===== config.mk =====
export PLATFORM = sky130hd
export DESIGN_NAME = utf8_decode_script_classify
export DESIGN_NICKNAME = d
export VERILOG_FILES = /design/src/hdl/u8dsc_pkg.sv /design/src/hdl/u8dsc_front.sv /design/src/hdl/u8dsc_queue.sv /design/src/hdl/u8dsc_back.sv /design/src/hdl/utf8_decode_script_classify.sv
export SDC_FILE = /design/constraint.sdc
export NUM_CORES = 1
export LEC_CHECK = 0
export BUFFER_PORTS_ARGS = -buffer_cell sky130_fd_sc_hd__buf_2
export CORE_UTILIZATION = 35
export DETAILED_ROUTE_END_ITERATION = 10
export PLACE_DENSITY = 0.64
export SETUP_SLACK_MARGIN = 0.05
export SYNTH_ARGS = -nofsm -noshare
export SYNTH_HDL_FRONTEND = slang
export SYNTH_SLANG_ARGS = --single-unit

===== constraint.sdc =====
create_clock -name clock -period 3.49 [get_ports clock]
set_clock_uncertainty 0.1 [all_clocks]
set_input_delay 0.1745 -clock clock [delete_from_list [all_inputs] [get_ports clock]]
set_output_delay 0.1745 -clock clock [all_outputs]
set_load 0.03 [all_outputs]

===== src/hdl/u8dsc_pkg.sv =====
// ----------------------------------------------------------------------------
// u8dsc_pkg
// Shared types and constants of the utf-8 decoder with script classification.
// ----------------------------------------------------------------------------
`default_nettype none

package u8dsc_pkg;

   localparam int unsigned CODE_W = 16;

   // code given in place of a bad or cut-off byte
   localparam logic [CODE_W-1:0] SUBST_CODE = 16'h003F;

   localparam logic [CODE_W-1:0] CYRILLIC_LO    = 16'h0400;
   localparam logic [CODE_W-1:0] CYRILLIC_HI    = 16'h04FF;
   localparam logic [CODE_W-1:0] ARABIC_LO      = 16'h0600;
   localparam logic [CODE_W-1:0] ARABIC_HI      = 16'h06FF;
   localparam logic [CODE_W-1:0] ARABIC_PRES_LO = 16'hFB50;
   localparam logic [CODE_W-1:0] ARABIC_PRES_HI = 16'hFEFF;

   typedef enum logic [1:0] {
      SCRIPT_LATIN    = 2'd0,
      SCRIPT_CYRILLIC = 2'd1,
      SCRIPT_ARABIC   = 2'd2
   } script_kind_type;

   // results caused by one request: subst_count '?' first, then the code
   typedef struct packed {
      logic [1:0]        subst_count;
      logic              has_main;
      logic [CODE_W-1:0] code;
      script_kind_type   kind_subst;
      script_kind_type   kind_main;
      logic              text_end;
   } entry_type;

   function automatic script_kind_type kind_of(input logic arabic, input logic cyrillic);
      script_kind_type kind;
      if (arabic) begin
         kind = SCRIPT_ARABIC;
      end else if (cyrillic) begin
         kind = SCRIPT_CYRILLIC;
      end else begin
         kind = SCRIPT_LATIN;
      end
      return kind;
   endfunction

endpackage

`default_nettype wire


===== src/hdl/u8dsc_front.sv =====
// ----------------------------------------------------------------------------
// u8dsc_front
// Accepts text bytes, runs the utf-8 sequence decoder and the sticky script
// flags, and pushes one entry per request that causes any result.
// ----------------------------------------------------------------------------
`default_nettype none

module u8dsc_front (
   input  wire logic                 clock,
   input  wire logic                 reset,
   input  wire logic                 req_tvalid,
   output logic                      req_tready,
   input  wire logic [7:0]           req_tdata,   // data_byte
   input  wire logic                 req_tlast,   // end_of_text
   input  wire logic                 push_ready,
   output logic                      push_valid,
   output u8dsc_pkg::entry_type      push_entry
);

   localparam logic [1:0] LEN_NONE  = 2'd0;
   localparam logic [1:0] LEN_TWO   = 2'd2;
   localparam logic [1:0] LEN_THREE = 2'd3;

   logic [15:0] partial_ff, partial_in;
   logic [1:0]  held_ff, held_in;
   logic [1:0]  len_ff, len_in;
   logic        cyr_ff, cyr_in;
   logic        arab_ff, arab_in;

   logic        accept;
   logic [1:0]  subst_count;
   logic        has_main;
   logic [15:0] main_code;
   logic [15:0] cont_code;
   logic [1:0]  held_inc;
   logic        consumed;
   logic        arab_hit;
   logic        cyr_hit;
   logic        arab_new;
   logic        cyr_new;

   assign req_tready = push_ready;
   assign accept     = req_tvalid && push_ready;

   always_comb begin
      partial_in  = partial_ff;
      held_in     = held_ff;
      len_in      = len_ff;
      subst_count = 2'd0;
      has_main    = 1'b0;
      main_code   = '0;
      consumed    = 1'b0;
      cont_code   = {partial_ff[9:0], req_tdata[5:0]};
      held_inc    = held_ff + 2'd1;

      if (held_ff != 2'd0 && req_tdata[7:6] == 2'b10) begin
         consumed = 1'b1;
         if (held_inc >= len_ff) begin
            has_main   = 1'b1;
            main_code  = cont_code;
            partial_in = '0;
            held_in    = 2'd0;
            len_in     = LEN_NONE;
         end else begin
            partial_in = cont_code;
            held_in    = held_inc;
         end
      end else if (held_ff != 2'd0) begin
         // broken sequence: one '?' per held byte
         subst_count = held_ff;
         partial_in  = '0;
         held_in     = 2'd0;
         len_in      = LEN_NONE;
      end

      if (!consumed) begin
         if (req_tdata inside {[8'h00:8'h7F]}) begin
            has_main  = 1'b1;
            main_code = {8'h00, req_tdata};
         end else if (req_tdata inside {[8'hC0:8'hDF]}) begin
            partial_in = {11'b0, req_tdata[4:0]};
            held_in    = 2'd1;
            len_in     = LEN_TWO;
         end else if (req_tdata inside {[8'hE0:8'hEF]}) begin
            partial_in = {12'b0, req_tdata[3:0]};
            held_in    = 2'd1;
            len_in     = LEN_THREE;
         end else begin
            subst_count = subst_count + 2'd1;
         end
      end

      // cut off by end of text
      if (req_tlast) begin
         subst_count = subst_count + held_in;
         partial_in  = '0;
         held_in     = 2'd0;
         len_in      = LEN_NONE;
      end

      arab_hit = has_main &&
                 (main_code inside {[u8dsc_pkg::ARABIC_LO:u8dsc_pkg::ARABIC_HI],
                                    [u8dsc_pkg::ARABIC_PRES_LO:u8dsc_pkg::ARABIC_PRES_HI]});
      cyr_hit  = has_main &&
                 (main_code inside {[u8dsc_pkg::CYRILLIC_LO:u8dsc_pkg::CYRILLIC_HI]});
      arab_new = arab_ff || arab_hit;
      cyr_new  = cyr_ff || cyr_hit;
      arab_in  = req_tlast ? 1'b0 : arab_new;
      cyr_in   = req_tlast ? 1'b0 : cyr_new;
   end

   always_comb begin
      push_valid             = accept && (subst_count != 2'd0 || has_main);
      push_entry.subst_count = subst_count;
      push_entry.has_main    = has_main;
      push_entry.code        = main_code;
      push_entry.kind_subst  = u8dsc_pkg::kind_of(arab_ff, cyr_ff);
      push_entry.kind_main   = u8dsc_pkg::kind_of(arab_new, cyr_new);
      push_entry.text_end    = req_tlast;
   end

   always_ff @(posedge clock) begin
      if (reset) begin
         partial_ff <= '0;
         held_ff    <= 2'd0;
         len_ff     <= LEN_NONE;
         cyr_ff     <= 1'b0;
         arab_ff    <= 1'b0;
      end else if (accept) begin
         partial_ff <= partial_in;
         held_ff    <= held_in;
         len_ff     <= len_in;
         cyr_ff     <= cyr_in;
         arab_ff    <= arab_in;
      end
   end

endmodule

`default_nettype wire


===== src/hdl/u8dsc_queue.sv =====
// ----------------------------------------------------------------------------
// u8dsc_queue
// Short first-in first-out queue of decoded entries between front and back.
// ----------------------------------------------------------------------------
`default_nettype none

module u8dsc_queue #(
   parameter int unsigned DEPTH = 4
) (
   input  wire logic                 clock,
   input  wire logic                 reset,
   input  wire logic                 push_valid,
   output logic                      push_ready,
   input  wire u8dsc_pkg::entry_type push_entry,
   output logic                      head_valid,
   output u8dsc_pkg::entry_type      head_entry,
   input  wire logic                 pop
);

   localparam int unsigned PTR_W = (DEPTH > 1) ? $clog2(DEPTH) : 1;
   localparam int unsigned CNT_W = $clog2(DEPTH + 1);
   localparam logic [PTR_W-1:0] PTR_LAST = PTR_W'(DEPTH - 1);
   localparam logic [CNT_W-1:0] CNT_FULL = CNT_W'(DEPTH);
   localparam logic [PTR_W-1:0] PTR_ONE  = PTR_W'(1);
   localparam logic [CNT_W-1:0] CNT_ONE  = CNT_W'(1);

   u8dsc_pkg::entry_type entries_ff [DEPTH];

   logic [PTR_W-1:0] wr_ptr_ff, wr_ptr_in;
   logic [PTR_W-1:0] rd_ptr_ff, rd_ptr_in;
   logic [CNT_W-1:0] count_ff, count_in;
   logic             do_push;
   logic             do_pop;

   assign push_ready = (count_ff != CNT_FULL);
   assign head_valid = (count_ff != '0);
   assign head_entry = entries_ff[rd_ptr_ff];
   assign do_push    = push_valid && push_ready;
   assign do_pop     = pop && head_valid;

   always_comb begin
      wr_ptr_in = wr_ptr_ff;
      rd_ptr_in = rd_ptr_ff;
      count_in  = count_ff;
      if (do_push) begin
         wr_ptr_in = (wr_ptr_ff == PTR_LAST) ? '0 : wr_ptr_ff + PTR_ONE;
      end
      if (do_pop) begin
         rd_ptr_in = (rd_ptr_ff == PTR_LAST) ? '0 : rd_ptr_ff + PTR_ONE;
      end
      if (do_push && !do_pop) begin
         count_in = count_ff + CNT_ONE;
      end else if (do_pop && !do_push) begin
         count_in = count_ff - CNT_ONE;
      end
   end

   always_ff @(posedge clock) begin
      if (reset) begin
         wr_ptr_ff <= '0;
         rd_ptr_ff <= '0;
         count_ff  <= '0;
      end else begin
         wr_ptr_ff <= wr_ptr_in;
         rd_ptr_ff <= rd_ptr_in;
         count_ff  <= count_in;
      end
   end

   always_ff @(posedge clock) begin
      if (do_push) begin
         entries_ff[wr_ptr_ff] <= push_entry;
      end
   end

endmodule

`default_nettype wire


===== src/hdl/u8dsc_back.sv =====
// ----------------------------------------------------------------------------
// u8dsc_back
// Expands each queued entry into its results, one per cycle while the result
// channel is not stalled, into the output register of the result channel.
// ----------------------------------------------------------------------------
`default_nettype none

module u8dsc_back (
   input  wire logic                 clock,
   input  wire logic                 reset,
   input  wire logic                 head_valid,
   input  wire u8dsc_pkg::entry_type head_entry,
   output logic                      pop,
   output logic                      rsp_tvalid,
   input  wire logic                 rsp_tready,
   output logic [15:0]               rsp_tdata,   // code_point
   output logic [3:0]                rsp_tuser,   // substituted, script_kind[1:0], run_last
   output logic                      rsp_tlast    // text_done
);

   logic [1:0]  idx_ff, idx_in;
   logic        rsp_tvalid_ff;
   logic [15:0] code_ff, code_in;
   logic [3:0]  user_ff, user_in;
   logic        last_ff, last_in;

   logic [2:0]  total;
   logic [2:0]  idx_next;
   logic        is_subst;
   logic        is_last;
   logic        load;
   u8dsc_pkg::script_kind_type kind;

   always_comb begin
      total    = {1'b0, head_entry.subst_count} + {2'b00, head_entry.has_main};
      idx_next = {1'b0, idx_ff} + 3'd1;
      is_subst = (idx_ff < head_entry.subst_count);
      is_last  = (idx_next == total);
      load     = head_valid && (!rsp_tvalid_ff || rsp_tready);
      pop      = load && is_last;
      idx_in   = is_last ? 2'd0 : idx_next[1:0];
      kind     = is_subst ? head_entry.kind_subst : head_entry.kind_main;
      code_in  = is_subst ? u8dsc_pkg::SUBST_CODE : head_entry.code;
      user_in  = {is_last, kind, is_subst};
      last_in  = is_last && head_entry.text_end;
   end

   always_ff @(posedge clock) begin
      if (reset) begin
         rsp_tvalid_ff <= 1'b0;
         idx_ff        <= 2'd0;
      end else if (load) begin
         rsp_tvalid_ff <= 1'b1;
         idx_ff        <= idx_in;
      end else if (rsp_tready) begin
         rsp_tvalid_ff <= 1'b0;
      end
   end

   always_ff @(posedge clock) begin
      if (load) begin
         code_ff <= code_in;
         user_ff <= user_in;
         last_ff <= last_in;
      end
   end

   assign rsp_tvalid = rsp_tvalid_ff;
   assign rsp_tdata  = code_ff;
   assign rsp_tuser  = user_ff;
   assign rsp_tlast  = last_ff;

endmodule

`default_nettype wire


===== src/hdl/utf8_decode_script_classify.sv =====
// ----------------------------------------------------------------------------
// utf8_decode_script_classify
// Utf-8 decoder for sequences of one to three bytes with Cyrillic / Arabic
// script classification; front decoder, entry queue, back result expander.
// ----------------------------------------------------------------------------
// path: each entry is stored in the entry queue, its results in the output register
// throughput: one request per cycle while the queue has room, one result per cycle
// while results are taken; the queue holds requests while the back end expands one
// reset: synchronous; clears the decoder state, script flags, queue and
// output valid
`default_nettype none

module utf8_decode_script_classify #(
   parameter int unsigned QUEUE_DEPTH = 4
) (
   input  wire logic        clock,
   input  wire logic        reset,
   input  wire logic        req_tvalid,
   output logic             req_tready,
   input  wire logic [7:0]  req_tdata,   // data_byte
   input  wire logic        req_tlast,   // end_of_text
   output logic             rsp_tvalid,
   input  wire logic        rsp_tready,
   output logic [15:0]      rsp_tdata,   // code_point
   output logic [3:0]       rsp_tuser,   // substituted, script_kind[1:0], run_last
   output logic             rsp_tlast    // text_done
);

   logic                 push_valid;
   logic                 push_ready;
   u8dsc_pkg::entry_type push_entry;
   logic                 head_valid;
   u8dsc_pkg::entry_type head_entry;
   logic                 pop;

   u8dsc_front u_front (
      .clock      (clock),
      .reset      (reset),
      .req_tvalid (req_tvalid),
      .req_tready (req_tready),
      .req_tdata  (req_tdata),
      .req_tlast  (req_tlast),
      .push_ready (push_ready),
      .push_valid (push_valid),
      .push_entry (push_entry)
   );

   u8dsc_queue #(
      .DEPTH (QUEUE_DEPTH)
   ) u_queue (
      .clock      (clock),
      .reset      (reset),
      .push_valid (push_valid),
      .push_ready (push_ready),
      .push_entry (push_entry),
      .head_valid (head_valid),
      .head_entry (head_entry),
      .pop        (pop)
   );

   u8dsc_back u_back (
      .clock      (clock),
      .reset      (reset),
      .head_valid (head_valid),
      .head_entry (head_entry),
      .pop        (pop),
      .rsp_tvalid (rsp_tvalid),
      .rsp_tready (rsp_tready),
      .rsp_tdata  (rsp_tdata),
      .rsp_tuser  (rsp_tuser),
      .rsp_tlast  (rsp_tlast)
   );

   // end of text always closes the results of its request
   a_done_is_run_last: assert property (@(posedge clock) disable iff (reset)
      rsp_tvalid && rsp_tlast |-> rsp_tuser[3])
      else $error("text_done without run_last");

   // substituted results carry the replacement code
   a_subst_code: assert property (@(posedge clock) disable iff (reset)
      rsp_tvalid && rsp_tuser[0] |-> rsp_tdata == u8dsc_pkg::SUBST_CODE)
      else $error("substituted result with wrong code");

   // a request that leaves nothing in flight cannot have results pending
   a_no_result_from_empty: assert property (@(posedge clock) disable iff (reset)
      !head_valid && !rsp_tvalid |=> !rsp_tvalid || $past(push_valid) == 1'b0)
      else $error("result appeared with empty queue");

endmodule

`default_nettype wire


==> results.json <==
{
  "reg2reg_slack_ns": 0.05,
  "htree_levels": 4,
  "slew_headroom": 0.513,
  "holdWs_ns": 0.0329,
  "min_path_cells": 3,
  "reg2reg_depth": 16,
  "ys_seq_area_frac": 0.671,
  "worstSetupPathDepth": 16,
  "clk_latency_ns": 0.42,
  "avgViaCountPerCell": 5.09,
  "synth.distinct_cells": 58,
  "synth_seq_cells": 145,
  "setup_slack_ns": 0.0489,
  "clockRootBuffer": "clkbuf_16",
  "std_cell_rows": 47,
  "max_cap_violations": 0,
  "track_usage": 0.142,
  "grt_pass1_wl_um": 19000,
  "cp-endpoint": "u_queue.count_ff[2]",
  "syn2layout_area_growth_pct": 20.5,
  "worstPathCellList": "inv_4 -> ha_4 -> ha_4 -> a21oi_4 -> nand2_2 -> o211ai_1 -> ha_2 -> and3_4 -> o211ai_4 -> a31oi_4 -> ha_2 -> inv_2 -> fa_2 -> xor2_1 -> or3_1 -> a21oi_1",
  "ys_warn_count": 0,
  "clock_sinks": 145,
  "synth_flop_cell": "edfxtp_1",
  "wire_per_inst_um": 16.7,
  "clkTransAtPathRegs_ns": 0.06,
  "crit_buf_inv": 2,
  "synth-edff-count": 117,
  "cpPeakStageDelay_ns": 0.39,
  "final-max-slew-violation-count": 0,
  "crit_family": "adder cells",
  "fmax_mhz": 291,
  "power_density_mw_per_mm2": 729,
  "coreArea_mm2": 0.0168,
  "port_buffers": 35,
  "endpoint_kind": "register",
  "r2r_end": "u_queue.count_ff[2]",
  "critPathArrivalTime_ns": 3.68,
  "cts_buffer_depth": 2,
  "required_ns": 3.73,
  "fillCellCount": 1477,
  "num_vias": 3533,
  "drcViolationCount": 0,
  "dp_hpwl_um": 7500,
  "period_share": 0.986,
  "syn_area_mm2": 0.00607,
  "overflow": 0,
  "yosys-top-cells-area": "edfxtp_1 58%, dfxtp_1 9.2%, mux4_2 8.9%",
  "antenna_found_initial": 0,
  "syn_area_per_cell_um2": 15.4,
  "drt_iter0_drc": 246,
  "final_nets": 489,
  "status": "complete, no violations",
  "finalSetupViolations": 0,
  "die_w_um": 134,
  "crit_slowest_cell": "dfxtp_4",
  "gp_congestion": 0.854,
  "worst_slew_pin_slew_ns": 0.726,
  "start_util": 0.362,
  "path_class": "reg2reg",
  "cts_tree": "done",
  "postSynthCellCount": 395,
  "ios": 36,
  "cts_inserted_buffers": 17,
  "reg2reg_from": "u_front.held_ff[0]",
  "synthTopCellsByCount": "117 x edfxtp_1, 28 x dfxtp_1, 26 x nor2_1",
  "regArea_mm2": 0.00408,
  "layout-drive-gt1-share": 0.300,
  "hold_class": "in2reg",
  "place_ws_ns": -0.113,
  "startpoint_type": "register",
  "hold_violations": 0,
  "ant_nets": 0,
  "die_area_mm2": 0.0179,
  "antenna_cells": 0,
  "die_height_um": 134,
  "synth_most_common_cell": "edfxtp_1",
  "critPathMaxFanout": 6,
  "grt_max_degree": 29,
  "leakage_nw": 2.57,
  "rsz0062_at_grt": "true",
  "synth_top_cell_area_share": 0.579,
  "multi_input_area_mm2": 0.00196,
  "startpoint": "u_front.held_ff[0]",
  "max-vdd-ir-drop_mv": 0.443,
  "drt-total-wl_um": 11600,
  "yosys.area.top_type": "edfxtp_1",
  "post-route-min-period_ns": 3.44,
  "grt_pass1_vias": 3647,
  "dr.pass1.iters": 5,
  "synth_nets": 423,
  "async_flop_share": 0
}
[repair_timing]
item,4_1_cts,5_1_grt
hold buffers,5,0
setup buffers,3,1
hold endpoints to repair,5,0
pin swaps,8,6
endpoints found under the setup margin,1,2
gates resized for setup,4,4
[where the power goes]
part	switching, W	internal, W
Combinational	0.000851	0.000540
Clock	0.000648	0.00100
Sequential	0.0000872	0.00221
Total	0.00159	0.00375
[cells by family (layout without fill, tap and decap cells)]
| logic type | Yosys count | count (layout) | share of synthesized area |
|---|---|---|---|
| DFF | 145 | 145 | 0.671 |
| and+or+nand+nor | 107 | 107 | 0.0971 |
| AOI/OAI and AO/OA | 63 | 63 | 0.0732 |
| buffers and inverters | 31 | 110 | 0.0214 |
| muxes | 29 | 29 | 0.0977 |
| adders and majority gates | 15 | 15 | 0.0322 |
| xor gates and xnor gates | 5 | 5 | 0.00721 |
[per-stage QoR]
step | utilization | power (W) | std cells | instance area, um^2 | setup TNS, ns
2_1_floorplan | - | 0.00333 | 395 | 6150 | 0
3_3_place_gp | 0.398 | 0.00370 | 653 | 6660 | 0
3_5_place_dp | 0.398 | 0.00374 | 653 | 6660 | -0.113
4_1_cts | 0.434 | 0.00540 | 693 | 7280 | -0.0201
5_1_grt | 0.436 | 0.00562 | 694 | 7310 | -0.0994
6_report | 0.436 | 0.00533 | 694 | 7310 | 0
[tightest hold or removal path: stages]
cell and delay (ns):
buf_2 0.16, nand4bb_1 0.11, a21oi_1 0.06
[metal layers]
| metal | routed length [um] | global-route usage | part of all wire | vias to the layer above |
|---|---|---|---|---|
| met4 | 184 | 0.0663 | 0.016 | 0 |
| met5 | 0 | 0 | 0 | - |
| met3 | 584 | 0.0445 | 0.051 | 17 |
| li1 | - | - | - | 1654 |
| met1 | 4910 | 0.172 | 0.42 | 1763 |
| met2 | 5890 | 0.231 | 0.51 | 99 |
[sequential cells by signal (all words and copies together) (netlist names), named ones only]
| signal | cells |
|---|---|
| u_front.cyr_ff | 1 |
| u_queue.rd_ptr_ff | 2 |
| u_front.arab_ff | 1 |
| u_back.rsp_tvalid | 1 |
| u_front.partial_ff | 10 |
| u_back.rsp_tuser | 4 |
| u_queue.count_ff | 3 |
| u_back.idx_ff | 2 |
| u_queue.wr_ptr_ff | 2 |
| u_front.held_ff | 2 |
| u_back.rsp_tlast | 1 |
| u_front.len_ff | 2 |
| u_queue.entries_ff | 96 |
| u_back.rsp_tdata | 16 |
[worst min-delay path by stage]
stage	from	slack, ns	endpoint
after global placement	rsp_tready	0.35	u_back.rsp_tvalid
after detailed placement	rsp_tready	0.36	u_back.rsp_tvalid
after global routing	req_tdata[5]	0.03	u_front.len_ff[0]
after floorplan	req_tlast	0.17	u_queue.entries_ff[0][0]
after CTS	req_tdata[5]	0.006	u_front.len_ff[0]
final	req_tdata[5]	0.03	u_front.len_ff[0]
[cell type report]
type	instances	area share
Clock buffer	27	0.0702
Sequential cell	145	0.558
Clock inverter	5	0.00376
Tap cell	220	0.0376
Timing Repair Buffer	63	0.0544
Inverter	15	0.00804
Multi-Input combinational cell	219	0.268
[layout by cell type (no fill, tap or decap), types with 3 or more instances in the layout]
cell / netlist / layout
a21o_1: 3 / 3
a21oi_1: 16 / 14
a22oi_1: 11 / 11
and2_1: 20 / 20
buf_2: 2 / 35
buf_4: 1 / 23
clkbuf_1: 8 / 5
clkbuf_16: 0 / 17
clkbuf_8: 0 / 5
clkinv_2: 0 / 3
dfxtp_1: 28 / 26
dlygate4sd3_1: 0 / 5
edfxtp_1: 117 / 117
ha_1: 14 / 10
inv_1: 15 / 12
inv_4: 0 / 3
mux2i_1: 3 / 3
mux4_2: 24 / 24
nand2_1: 13 / 11
nand2_2: 1 / 3
nand2b_1: 5 / 5
nor2_1: 26 / 25
nor2b_1: 12 / 12
nor3_1: 6 / 5
o21ai_0: 7 / 7
or2_2: 7 / 7
or3_1: 3 / 3
xor2_1: 4 / 4
(Power assumes the default switching activity.)
